--- config.mk ---
export PLATFORM = sky130hd
export DESIGN_NAME = npdu_header_parser
export DESIGN_NICKNAME = d
export VERILOG_FILES = /design/src/rtl/core/npdu_pkg.sv /design/src/rtl/core/npdu_header_parser.sv
export SDC_FILE = /design/constraint.sdc
export NUM_CORES = 1
export LEC_CHECK = 0
export BUFFER_PORTS_ARGS = -buffer_cell sky130_fd_sc_hd__buf_2
export CAP_MARGIN = 10
export CORE_MARGIN = 4
export CORE_UTILIZATION = 52
export DETAILED_ROUTE_END_ITERATION = 10
export PLACE_DENSITY = 0.76
export SLEW_MARGIN = 10
export SYNTH_ARGS = -nofsm -noshare
export SYNTH_HDL_FRONTEND = slang
export SYNTH_SLANG_ARGS = --single-unit
--- constraint.sdc ---
create_clock -name clock -period 13.58 [get_ports clock]
set_clock_uncertainty 0.1 [all_clocks]
set_input_delay 2.037 -clock clock [delete_from_list [all_inputs] [get_ports clock]]
set_output_delay 2.037 -clock clock [all_outputs]
set_load 0.02 [all_outputs]
--- src/rtl/core/npdu_pkg.sv ---
// Shared types and constants for the NPDU header parser.
`timescale 1ns / 1ps

package npdu_pkg;

   localparam int MAX_ADDR_BYTES_DEF = 7;

   localparam int CTL_NETMSG_BIT = 7;
   localparam int CTL_DEST_BIT   = 5;
   localparam int CTL_SRC_BIT    = 3;

   localparam int ADDR_W     = 56;
   localparam int RSP_DATA_W = 176;

   localparam int STATUS_LSB  = 0;
   localparam int CONTROL_LSB = 2;

   typedef enum logic [1:0] {
      ST_OK      = 2'd0,
      ST_NETMSG  = 2'd1,
      ST_ADDR_LEN = 2'd2,
      ST_TRUNC   = 2'd3
   } status_type;

   typedef struct packed {
      logic [7:0]        data_byte;
      logic [7:0]        hops_left;
      logic [ADDR_W-1:0] src_address;
      logic [2:0]        src_length;
      logic [15:0]       src_network;
      logic [ADDR_W-1:0] dest_address;
      logic [2:0]        dest_length;
      logic [15:0]       dest_network;
      logic [7:0]        control_bits;
      status_type        status;
   } rsp_data_type;

endpackage

--- src/rtl/core/npdu_header_parser.sv ---
// NPDU header parser: byte-wide frame in, header record and payload bytes out.
// A result is registered: it appears on rsp_ in the cycle after the request byte that causes it.
// Throughput: one request byte per cycle; the header record comes with the byte that
// completes or fails the header, each payload byte gives one result, other bytes none.
// Input stalls only while a result waits in the output register and rsp_tready is low.
// Reset (synchronous, active high) returns the parser to the version byte, empty output.
`timescale 1ns / 1ps

module npdu_header_parser #(
   parameter int MAX_ADDR_BYTES = npdu_pkg::MAX_ADDR_BYTES_DEF
) (
   input  logic                              clock,
   input  logic                              reset,
   input  logic                              req_tvalid,
   output logic                              req_tready,
   input  logic [7:0]                        req_tdata,  // frame_byte
   input  logic                              req_tlast,  // end_of_frame
   output logic                              rsp_tvalid,
   input  logic                              rsp_tready,
   // status, control_bits, dest_network, dest_length, dest_address,
   // src_network, src_length, src_address, hops_left, data_byte
   output logic [npdu_pkg::RSP_DATA_W-1:0]   rsp_tdata,
   output logic                              rsp_tuser,  // kind
   output logic                              rsp_tlast   // last
);

   localparam int CNT_W = $clog2(MAX_ADDR_BYTES + 1);

   typedef enum logic [3:0] {
      PH_VER,
      PH_CTRL,
      PH_DNET_HI,
      PH_DNET_LO,
      PH_DLEN,
      PH_DADR,
      PH_SNET_HI,
      PH_SNET_LO,
      PH_SLEN,
      PH_SADR,
      PH_HOP,
      PH_PAYLOAD,
      PH_DISCARD,
      PH_DONE
   } phase_type;

   phase_type                    phase_ff, phase_in;
   logic [CNT_W-1:0]             addr_cnt_ff, addr_cnt_in;
   logic [7:0]                   version_ff, version_in;
   logic [7:0]                   control_ff, control_in;
   logic [15:0]                  dnet_ff, dnet_in;
   logic [2:0]                   dlen_ff, dlen_in;
   logic [npdu_pkg::ADDR_W-1:0]  daddr_ff, daddr_in;
   logic [15:0]                  snet_ff, snet_in;
   logic [2:0]                   slen_ff, slen_in;
   logic [npdu_pkg::ADDR_W-1:0]  saddr_ff, saddr_in;
   logic [7:0]                   hop_ff, hop_in;

   logic                         rsp_valid_ff;
   npdu_pkg::rsp_data_type       rsp_data_ff, rsp_data_in;
   logic                         rsp_kind_ff, rsp_kind_in;
   logic                         rsp_last_ff, rsp_last_in;
   logic                         emit;

   logic                         req_accept;
   logic [7:0]                   b;
   logic                         eof;
   logic                         do_adv;
   logic                         do_fail;
   npdu_pkg::status_type         fail_st;
   phase_type                    adv_ph;
   logic [CNT_W-1:0]             cnt_dec;
   logic                         len_bad;

   assign req_tready = !rsp_valid_ff || rsp_tready;
   assign req_accept = req_tvalid && req_tready;
   assign b          = req_tdata;
   assign eof        = req_tlast;
   assign len_bad    = b > 8'(MAX_ADDR_BYTES);
   assign cnt_dec    = (addr_cnt_ff != '0) ? addr_cnt_ff - CNT_W'(1) : addr_cnt_ff;

   always_comb begin
      phase_in    = phase_ff;
      addr_cnt_in = addr_cnt_ff;
      version_in  = version_ff;
      control_in  = control_ff;
      dnet_in     = dnet_ff;
      dlen_in     = dlen_ff;
      daddr_in    = daddr_ff;
      snet_in     = snet_ff;
      slen_in     = slen_ff;
      saddr_in    = saddr_ff;
      hop_in      = hop_ff;
      do_adv      = 1'b0;
      do_fail     = 1'b0;
      fail_st     = npdu_pkg::ST_OK;
      adv_ph      = PH_VER;
      emit        = 1'b0;
      rsp_kind_in = 1'b0;
      rsp_last_in = eof;

      unique case (phase_ff)
         PH_CTRL: begin
            control_in = b;
            if (b[npdu_pkg::CTL_NETMSG_BIT]) begin
               do_fail = 1'b1;
               fail_st = npdu_pkg::ST_NETMSG;
            end else begin
               do_adv = 1'b1;
               adv_ph = b[npdu_pkg::CTL_DEST_BIT] ? PH_DNET_HI :
                        b[npdu_pkg::CTL_SRC_BIT]  ? PH_SNET_HI : PH_DONE;
            end
         end
         PH_DNET_HI: begin
            dnet_in = {b, 8'd0};
            do_adv  = 1'b1;
            adv_ph  = PH_DNET_LO;
         end
         PH_DNET_LO: begin
            dnet_in = {dnet_ff[15:8], b};
            do_adv  = 1'b1;
            adv_ph  = PH_DLEN;
         end
         PH_DLEN: begin
            if (len_bad) begin
               do_fail = 1'b1;
               fail_st = npdu_pkg::ST_ADDR_LEN;
            end else begin
               dlen_in     = b[2:0];
               addr_cnt_in = b[CNT_W-1:0];
               do_adv      = 1'b1;
               adv_ph      = (b != 8'd0) ? PH_DADR :
                             control_ff[npdu_pkg::CTL_SRC_BIT] ? PH_SNET_HI : PH_HOP;
            end
         end
         PH_DADR: begin
            daddr_in    = {daddr_ff[npdu_pkg::ADDR_W-9:0], b};
            addr_cnt_in = cnt_dec;
            do_adv      = 1'b1;
            adv_ph      = (cnt_dec != '0) ? PH_DADR :
                          control_ff[npdu_pkg::CTL_SRC_BIT] ? PH_SNET_HI : PH_HOP;
         end
         PH_SNET_HI: begin
            snet_in = {b, 8'd0};
            do_adv  = 1'b1;
            adv_ph  = PH_SNET_LO;
         end
         PH_SNET_LO: begin
            snet_in = {snet_ff[15:8], b};
            do_adv  = 1'b1;
            adv_ph  = PH_SLEN;
         end
         PH_SLEN: begin
            if (len_bad) begin
               do_fail = 1'b1;
               fail_st = npdu_pkg::ST_ADDR_LEN;
            end else begin
               slen_in     = b[2:0];
               addr_cnt_in = b[CNT_W-1:0];
               do_adv      = 1'b1;
               adv_ph      = (b != 8'd0) ? PH_SADR :
                             control_ff[npdu_pkg::CTL_DEST_BIT] ? PH_HOP : PH_DONE;
            end
         end
         PH_SADR: begin
            saddr_in    = {saddr_ff[npdu_pkg::ADDR_W-9:0], b};
            addr_cnt_in = cnt_dec;
            do_adv      = 1'b1;
            adv_ph      = (cnt_dec != '0) ? PH_SADR :
                          control_ff[npdu_pkg::CTL_DEST_BIT] ? PH_HOP : PH_DONE;
         end
         PH_HOP: begin
            hop_in = b;
            do_adv = 1'b1;
            adv_ph = PH_DONE;
         end
         PH_PAYLOAD: begin
            emit        = 1'b1;
            rsp_kind_in = 1'b1;
            if (eof) begin
               phase_in = PH_VER;
            end
         end
         PH_DISCARD: begin
            if (eof) begin
               phase_in = PH_VER;
            end
         end
         default: begin
            addr_cnt_in = '0;
            version_in  = b;
            control_in  = 8'd0;
            dnet_in     = 16'd0;
            dlen_in     = 3'd0;
            daddr_in    = '0;
            snet_in     = 16'd0;
            slen_in     = 3'd0;
            saddr_in    = '0;
            hop_in      = 8'hFF;
            if (eof) begin
               do_fail = 1'b1;
               fail_st = npdu_pkg::ST_TRUNC;
            end else begin
               phase_in = PH_CTRL;
            end
         end
      endcase

      if (do_adv) begin
         if (adv_ph == PH_DONE) begin
            emit     = 1'b1;
            phase_in = eof ? PH_VER : PH_PAYLOAD;
         end else if (eof) begin
            do_fail = 1'b1;
            fail_st = npdu_pkg::ST_TRUNC;
         end else begin
            phase_in = adv_ph;
         end
      end
      if (do_fail) begin
         emit     = 1'b1;
         phase_in = eof ? PH_VER : PH_DISCARD;
      end

      rsp_data_in.status       = rsp_kind_in ? npdu_pkg::ST_OK : fail_st;
      rsp_data_in.control_bits = control_in;
      rsp_data_in.dest_network = dnet_in;
      rsp_data_in.dest_length  = dlen_in;
      rsp_data_in.dest_address = daddr_in;
      rsp_data_in.src_network  = snet_in;
      rsp_data_in.src_length   = slen_in;
      rsp_data_in.src_address  = saddr_in;
      rsp_data_in.hops_left    = hop_in;
      rsp_data_in.data_byte    = rsp_kind_in ? b : version_in;
   end

   always_ff @(posedge clock) begin
      if (reset) begin
         phase_ff     <= PH_VER;
         addr_cnt_ff  <= '0;
         version_ff   <= 8'd0;
         control_ff   <= 8'd0;
         dnet_ff      <= 16'd0;
         dlen_ff      <= 3'd0;
         daddr_ff     <= '0;
         snet_ff      <= 16'd0;
         slen_ff      <= 3'd0;
         saddr_ff     <= '0;
         hop_ff       <= 8'hFF;
         rsp_valid_ff <= 1'b0;
      end else begin
         if (req_accept) begin
            phase_ff     <= phase_in;
            addr_cnt_ff  <= addr_cnt_in;
            version_ff   <= version_in;
            control_ff   <= control_in;
            dnet_ff      <= dnet_in;
            dlen_ff      <= dlen_in;
            daddr_ff     <= daddr_in;
            snet_ff      <= snet_in;
            slen_ff      <= slen_in;
            saddr_ff     <= saddr_in;
            hop_ff       <= hop_in;
            rsp_valid_ff <= emit;
         end else if (rsp_tready) begin
            rsp_valid_ff <= 1'b0;
         end
      end
      if (req_accept && emit) begin
         rsp_data_ff <= rsp_data_in;
         rsp_kind_ff <= rsp_kind_in;
         rsp_last_ff <= rsp_last_in;
      end
   end

   assign rsp_tvalid = rsp_valid_ff;
   assign rsp_tdata  = rsp_data_ff;
   assign rsp_tuser  = rsp_kind_ff;
   assign rsp_tlast  = rsp_last_ff;

endmodule

* Yosys cells after proc, flatten, opt, wreduce, memory -nomap -nowiden
Index checks and enable logic that the tools add are counted.
** Operators by class
- $add $sub $neg :: 1
- $lt $le $gt $ge :: 1
- Eq/ne operators :: 14
- Multiplexer cells :: 59
- Bitwise logic cells :: 1
- Reduce and logical (&&, ||, !) cells :: 25
** Operators with widths (count)
- $pmux 56 s2 :: 2
- $pmux 16 s3 :: 2
- $mux 4 :: 17
- $reduce_or 11->1 :: 6
- $pmux 4 s10 :: 1
- $pmux 8 s2 :: 2
- $reduce_or 10->1 :: 3
- $eq 4x4->1 const B :: 6
- $mux 3 :: 6
- $eq 4x3->1 const B :: 4
- $mux 8 :: 2
- $mux 1 :: 15
- $pmux 3 s2 :: 2
- $reduce_or 12->1 :: 1
- $mux 2 :: 5
- $pmux 3 s3 :: 1
- $reduce_or 9->1 :: 1
- $eq 4x2->1 const B :: 2
- $gt 8x3->1 const B :: 1
- $pmux 4 s2 :: 1
- $reduce_bool 8->1 :: 1
- $reduce_or 8->1 :: 1
- $reduce_or 7->1 :: 1
- $pmux 1 s3 :: 2
- other kinds (12) :: 16
** Word-level totals
- Flip-flop bits (word level) :: 360
- Input bits :: 13
- Output and inout bits :: 180
- Logic and storage cells :: 125

* Logic depth before layout (Yosys ltp)
Gate-level depths: netlist (run 1).
- Depth after elaboration :: 10
- Depth in mapped cells :: 10
- Gate-level depth less buffers :: 8

* Worst setup path after synthesis (run 1)
OpenSTA, ideal clock, no wires.
- Kind :: input -> register
- Start :: in req_tdata[2]
- End :: reg rsp_data_ff, in the netlist rsp_tdata[0], enable pin
- Setup time :: 0.812 ns
- Arrival :: 12.627 ns
- Setup slack :: 0.041 ns
- Cell stages on the path :: 8
- Path buffers :: 2
- Cells stage by stage :: clkbuf_1 nor4_4 nor3b_1 a221o_1 nor2_1 or3_1 buf_2 a41oi_1
** On the way
- Word-level cells in the longest chain between the ends :: 9
- Elaborated cells between the ends (all ways) :: 19
** Ends and longest elaborated chain
- start, declared :: RTL line npdu_header_parser.sv:16 : input logic [7:0] req_tdata,
- parallel branches: the longest is 7 deep, another holds $gt 8x3->1
- $mux 1 * :: RTL line npdu_header_parser.sv:219 : if (do_fail) begin
- $logic_and 1x1->1 * :: RTL line npdu_header_parser.sv:268 : if (req_accept && emit) begin
- end signal, assigned :: RTL line npdu_header_parser.sv:269 : rsp_data_ff <= rsp_data_in;
- end, declared :: RTL line npdu_header_parser.sv:59 : npdu_pkg::rsp_data_type rsp_data_ff, rsp_data_in;
Mark *: on every way between the ends.
A chain may end at the register's enable or synchronous reset.

* Worst setup path after layout (run 1)
- Start :: in req_tdata[7]
- End :: reg rsp_data_ff, in the netlist rsp_tdata[71], enable pin
The elaborated chain is that of the path after synthesis.

==> flow_summary.json, run 1 <==
{
  "status": "finished clean",
  "max_cap_viol_count": 0,
  "min_period_over_period_pct": 35.94,
  "first_global_vias": 10460,
  "cp.required_ns": 13.62,
  "finalCriticalPeriod_ns": 4.881,
  "nNetsFinal": 1505,
  "ant_nets": 0,
  "via_per_inst": 5.931,
  "crit_start": "req_tdata[7]",
  "cts_buffers": 37,
  "timing.rr.start": "phase_ff[0]",
  "yosysUniqueCellTypes": 66,
  "placed_cells": 1823,
  "final-max-slew-violation-count": 0,
  "place.gp.congestion": 0.8707,
  "synth_seq_cells": 360,
  "rows": 60,
  "powerDensity_mw_per_mm2": 145.3,
  "nFillCells": 2203,
  "rsz0062_at_grt": "false",
  "syn_to_final_growth_pct": 16.33,
  "wirelength_um": 36940,
  "synth_top_area_share_pct": 36.96,
  "leakage_nw": 5.996,
  "tightest_slew_ns": 1.211,
  "antenna_found_initial": 0,
  "hold_viol": 0,
  "total_power_mw": 2.445,
  "seq_area_mm2": 0.008989,
  "tns_ns": 0,
  "dp_hpwl_um": 22270,
  "hp-class": "flop to flop",
  "dpl-instance-area_mm2": 0.01561,
  "cts_max_level": 2,
  "clockBufferDepth": 3,
  "reg2reg_depth": 8,
  "vias": 11200,
  "grt_usage_pct": 23.13,
  "peakVddDrop_mv": 0.1005,
  "r2r_setup_slack_ns": 9.21,
  "cts_hold_buf": 0,
  "clock.fmax_mhz": 204.9,
  "ys_top_cells_by_area": "edfxtp_1, dfxtp_1, a22o_1",
  "switchingPower_uw": 601.2,
  "place_ws_ns": 8.272,
  "die-area_mm2": 0.03055,
  "cts_setup_buffers": 0,
  "antenna_cells": 0,
  "cell_internal_pwr_mw": 1.844,
  "worst-endpoint-arrival_ns": 4.92,
  "timing.rr.end": "rsp_tdata[71]",
  "critPathCapture": "rsp_tdata[71]",
  "clk_pin_slew_worst_paths_ns": 0.06,
  "endpoint_kind": "flop",
  "fin_cells": 1889,
  "start_util_pct": 53.22,
  "synth-async-reset-ratio_pct": 0,
  "cts_tree": "yes",
  "drive_above_1_share_pct": 19.12,
  "first_pass_iters": 5,
  "p_comb_share_pct": 9.1,
  "yosys-top-cells-count": "nand2_1, dfxtp_1, edfxtp_1",
  "wl_per_cell_um": 19.55,
  "finalSetupViolCount": 0,
  "io_buffers": 192,
  "syn_area_mm2": 0.01446,
  "fin_ws_ns": 8.699,
  "ys_seq_area_share_pct": 62.15,
  "num_io_pins": 193,
  "multi_input_area_mm2": 0.005040,
  "die_w_um": 174.8,
  "syn_nets": 1379,
  "cp-start-kind": "input port",
  "swShare_pct": 24.59,
  "post_cts_resized": 0,
  "clock-sinks": 360,
  "cts-root-buf": "clkbuf_16",
  "synth_most_common_cell": "nand2_1",
  "crit_type": "input port to flop",
  "final_area_mm2": 0.01683,
  "p_seq_share_pct": 49.3,
  "core_mm2": 0.02718,
  "netlist_instances": 1364,
  "synth.avg_cell_area_um2": 10.60,
  "slew_headroom_pct": 19.30,
  "grt_max_degree": 179,
  "synth.largest_area_cell": "edfxtp_1",
  "initialDrtViolationCount": 1388,
  "yosysWarningCount": 0,
  "synth_ff_type": "dfxtp_1",
  "die_h_um": 174.8,
  "grt_pass1_wl_um": 57870,
  "crit_fanout": 178,
  "p_clk_share_pct": 41.6,
  "synth-edff-count": 178,
  "grt-ovfl-total": 0,
  "insertion_delay_ns": 0.52,
  "route.detailed.drc": 0
}
[cell families after synthesis]
group | after synthesis | share of synthesized area (%)
AO/OA/AOI/OAI | 418 | 20.27
XOR/XNOR | 3 | 0.1817
adder cells (fa/ha/maj) | 2 | 0.1730
buffers and inverters | 128 | 3.495
flip-flops | 360 | 62.15
multiplexers | 10 | 0.7699
AND/OR/NAND/NOR | 443 | 12.97
[routing by layer]
| layer | part of all wire, % | wire (um) | track usage (%) | vias up |
|---|---|---|---|---|
| met3 | 7.6 | 2793 | 3.656 | 67 |
| met5 | 0 | 0 | 0 | - |
| met4 | 2.6 | 943 | 7.103 | 0 |
| met2 | 46 | 17100 | 36.01 | 511 |
| li1 | - | - | - | 5197 |
| met1 | 44 | 16100 | 33.64 | 5429 |
[how the worst min path moves through the flow]
stage                   from       endpoint  slack, ns  cells after the start
6_report        daddr_ff[50]   daddr_ff[50]       0.35                      2
5_1_grt         daddr_ff[51]   daddr_ff[51]       0.37                      2
4_1_cts        version_ff[7]  version_ff[7]       0.35                      2
3_5_place_dp   version_ff[7]  version_ff[7]       0.35                      2
3_3_place_gp    daddr_ff[51]   daddr_ff[51]       0.34                      2
2_1_floorplan  version_ff[0]  version_ff[0]       0.33                      2
[power groups by stage]
stage	Clock [mW]	Sequential [mW]	Combinational (mW)
finish	1.02	1.21	0.223
global route	1.08	1.21	0.240
CTS	1.03	1.21	0.224
detailed placement	0	1.23	0.223
global placement	0	1.23	0.221
floorplan	0	1.29	0.108
[final cells by class]
cell class	instances	area share [%]
timing repair buffer	204	6.358
sequential	360	53.42
clock buffer	46	5.949
multi-input combinational	876	29.95
inverter	11	0.2454
clock inverter	20	1.309
tap	372	2.766
[sequential cells by signal, indices dropped and copies added, names as in the netlist, 8 cells and up]
register / flops
rsp_tdata: 176
daddr_ff: 56
saddr_ff: 56
dnet_ff: 16
snet_ff: 16
control_ff: 8
hop_ff: 8
version_ff: 8
[metrics by stage]
step,util [%],hold WS (ns)
6_report,61.92,0.3530
5_1_grt,61.92,0.3662
4_1_cts,61.92,0.3539
3_5_place_dp,57.42,0.3454
3_3_place_gp,57.42,0.3409
2_1_floorplan,-,0.3338
[worst max-delay path, cell delays in order]
cell	delay, ns
buf_2	0.24
or3_1	0.51
a211oi_1	0.28
a311o_1	0.18
nor2_1	0.07
or3_1	0.49
a41oi_4	0.21
buf_12	0.64
[placed cells by master (no fill, tap or decap), types with 7 or more instances in the layout]
cell / netlist / layout
a211o_1: 8 / 8
a211oi_1: 11 / 11
a21oi_1: 175 / 174
a221oi_1: 8 / 8
a22o_1: 154 / 154
a22oi_1: 13 / 13
and2_1: 13 / 12
buf_2: 17 / 191
buf_4: 1 / 11
clkbuf_16: 0 / 38
dfxtp_1: 182 / 182
edfxtp_1: 178 / 178
inv_1: 10 / 10
mux2_2: 9 / 9
nand2_1: 303 / 302
nand2b_1: 8 / 8
nor2_1: 62 / 62
nor3_1: 20 / 19
o21ai_0: 7 / 7
o22ai_1: 9 / 9
Note: power is estimated with default switching activity, not from simulation.
==> run 2, diff against run 1 <==
- CORE_UTILIZATION: 52 -> 57
- PLACE_DENSITY: 0.76 -> 0.79
- clock period: 13.58 -> 4.7 ns (I/O delays scaled with it)
==> run 2 against run 1 <==
  * First-iteration DRC count is 12% lower
  * Combinational power grew to 3.0 times the previous value
  * Critical endpoint is now rsp_tdata[38]
  * Largest power group unchanged
  * Die area shrank 8.4%
  * Global-route usage increased by 3.0 points
  * Clock power increased to 3.0 times the previous value
  * Setup slack lost 7.7 ns
  * Critical path depth increased by 1
  * Sequential share of layout area is 0.52 points lower
==> flow_summary.json, run 2 (synthesis results as in run 1) <==
{
  "clock-sinks": 360,
  "hold_viol": 0,
  "initialDrtViolationCount": 1220,
  "clk_pin_slew_worst_paths_ns": 0.06,
  "post_cts_resized": 0,
  "slowest_delay_ns": 0.87,
  "route.detailed.drc": 0,
  "grt-ovfl-total": 0,
  "min_from": "version_ff[3]",
  "peakVddDrop_mv": 0.2667,
  "ant_nets": 0,
  "holdWs_ns": 0.3536,
  "crit_type": "flop to flop",
  "path_cells": "buf_4 > nor2_1 > nand4_1 > nor2_1 > or3_1 > or3_1 > a41oi_4 > buf_4 > buf_12",
  "max_cap_viol_count": 0,
  "via_per_inst": 6.044,
  "nNetsFinal": 1516,
  "crit_buf_inv": 3,
  "clockBufferDepth": 3,
  "vias": 11250,
  "cts_setup_buffers": 0,
  "die-area_mm2": 0.02799,
  "cts_buffers": 37,
  "finalCriticalPeriod_ns": 3.654,
  "crit_fanout": 66,
  "cp.required_ns": 4.78,
  "io_buffers": 192,
  "place.gp.congestion": 0.8854,
  "powerDensity_mw_per_mm2": 426.8,
  "num_io_pins": 193,
  "hp-class": "flop to flop",
  "grt_usage_pct": 26.17,
  "final-max-slew-violation-count": 0,
  "final_common_cell": "nand2_1",
  "cts_tree": "yes",
  "wl_per_cell_um": 20.38,
  "cpLargestDelayFamily": "simple AND/OR/NAND/NOR gates",
  "cts-root-buf": "clkbuf_16",
  "total_power_mw": 7.251,
  "largest_reg_flops": 176,
  "first_global_vias": 10620,
  "fin_cells": 1861,
  "dp_hpwl_um": 23550,
  "layout_common_cells": "nand2_1, buf_2, dfxtp_1",
  "core_mm2": 0.02504,
  "grt_pass1_wl_um": 59680,
  "rsz0062_at_grt": "false",
  "antenna_found_initial": 1,
  "cts_max_level": 2,
  "wirelength_um": 37930,
  "placed_cells": 1792,
  "insertion_delay_ns": 0.54,
  "cts_hold_buf": 0,
  "finalSetupViolCount": 0,
  "first_pass_iters": 5,
  "grt_max_degree": 124,
  "endpoint_kind": "flop",
  "nFillCells": 1834,
  "die_h_um": 167.3,
  "start_util_pct": 57.77,
  "tightest_slew_ns": 1.020,
  "rows": 58,
  "tns_ns": 0,
  "timing.rr.start": "phase_ff[1]",
  "status": "finished clean",
  "drive_above_1_share_pct": 20.26,
  "clock.fmax_mhz": 273.7,
  "cpMaxStageDelayCell": "dfxtp_1",
  "leakage_nw": 6.124,
  "crit_start": "phase_ff[1]",
  "worst-endpoint-arrival_ns": 3.74,
  "syn_to_final_growth_pct": 17.47,
  "cp-start-kind": "flop",
  "min_period_over_period_pct": 77.75,
  "slew_headroom_pct": 31.99,
  "die_w_um": 167.3
}
-- run 2: metrics by stage --
| stage | cell area (um^2) | setup WS (ns) | util, % |
|---|---|---|---|
| detailed placement | 15690 | 0.9242 | 62.66 |
| global placement | 15690 | 0.9871 | 62.66 |
| CTS | 16990 | 1.071 | 67.85 |
| finish | 16990 | 1.046 | 67.86 |
| floorplan | 14530 | -1.083 | - |
| global route | 16990 | 0.7668 | 67.86 |
-- run 2: path summary, 6_finish.rpt --
kind / cells after the start / slack (ns) / end
hold / removal: 2 / 0.35 / version_ff[3]
setup / recovery: 9 / 1.05 / rsp_tdata[38]
hold reg to reg: 2 / 0.35 / version_ff[3]
setup reg to reg: 9 / 1.05 / rsp_tdata[38]
-- run 2: area by class of cell --
cell class / count / area, um^2 / area share [%]
inverters: 11 / 41.29 / 0.2430
well taps: 330 / 412.9 / 2.430
clock buffers: 46 / 999.7 / 5.884
diodes: 1 / 2.502 / 0.01473
repair buffers: 215 / 1190 / 7.003
flip-flops and latches: 360 / 8989 / 52.91
multi-input cells: 876 / 5055 / 29.75
clock inverters: 22 / 300.3 / 1.767
-- run 2: report_power, final --
| group | internal (mW) | total (mW) | leakage, nW | switching [mW] |
|---|---|---|---|---|
| registers | 3.43 | 3.48 | 3.17 | 0.0527 |
| logic | 0.172 | 0.668 | 2.32 | 0.496 |
| clock network | 1.87 | 3.10 | 0.636 | 1.24 |
| total | 5.46 | 7.25 | 6.12 | 1.79 |
-- run 2: worst reg2reg max path, stage by stage (launching register included) --
cell and delay, ns:
dfxtp_1 0.87, buf_4 0.31, nor2_1 0.11, nand4_1 0.17, nor2_1 0.08, or3_1 0.34, or3_1 0.49, a41oi_4 0.22
buf_4 0.25, buf_12 0.31
-- run 2: metal layers --
metal	GRT usage, %	routed length (um)
met1	36.73	16240
met3	4.320	2522
met5	0	0
met2	42.62	18300
met4	7.339	868
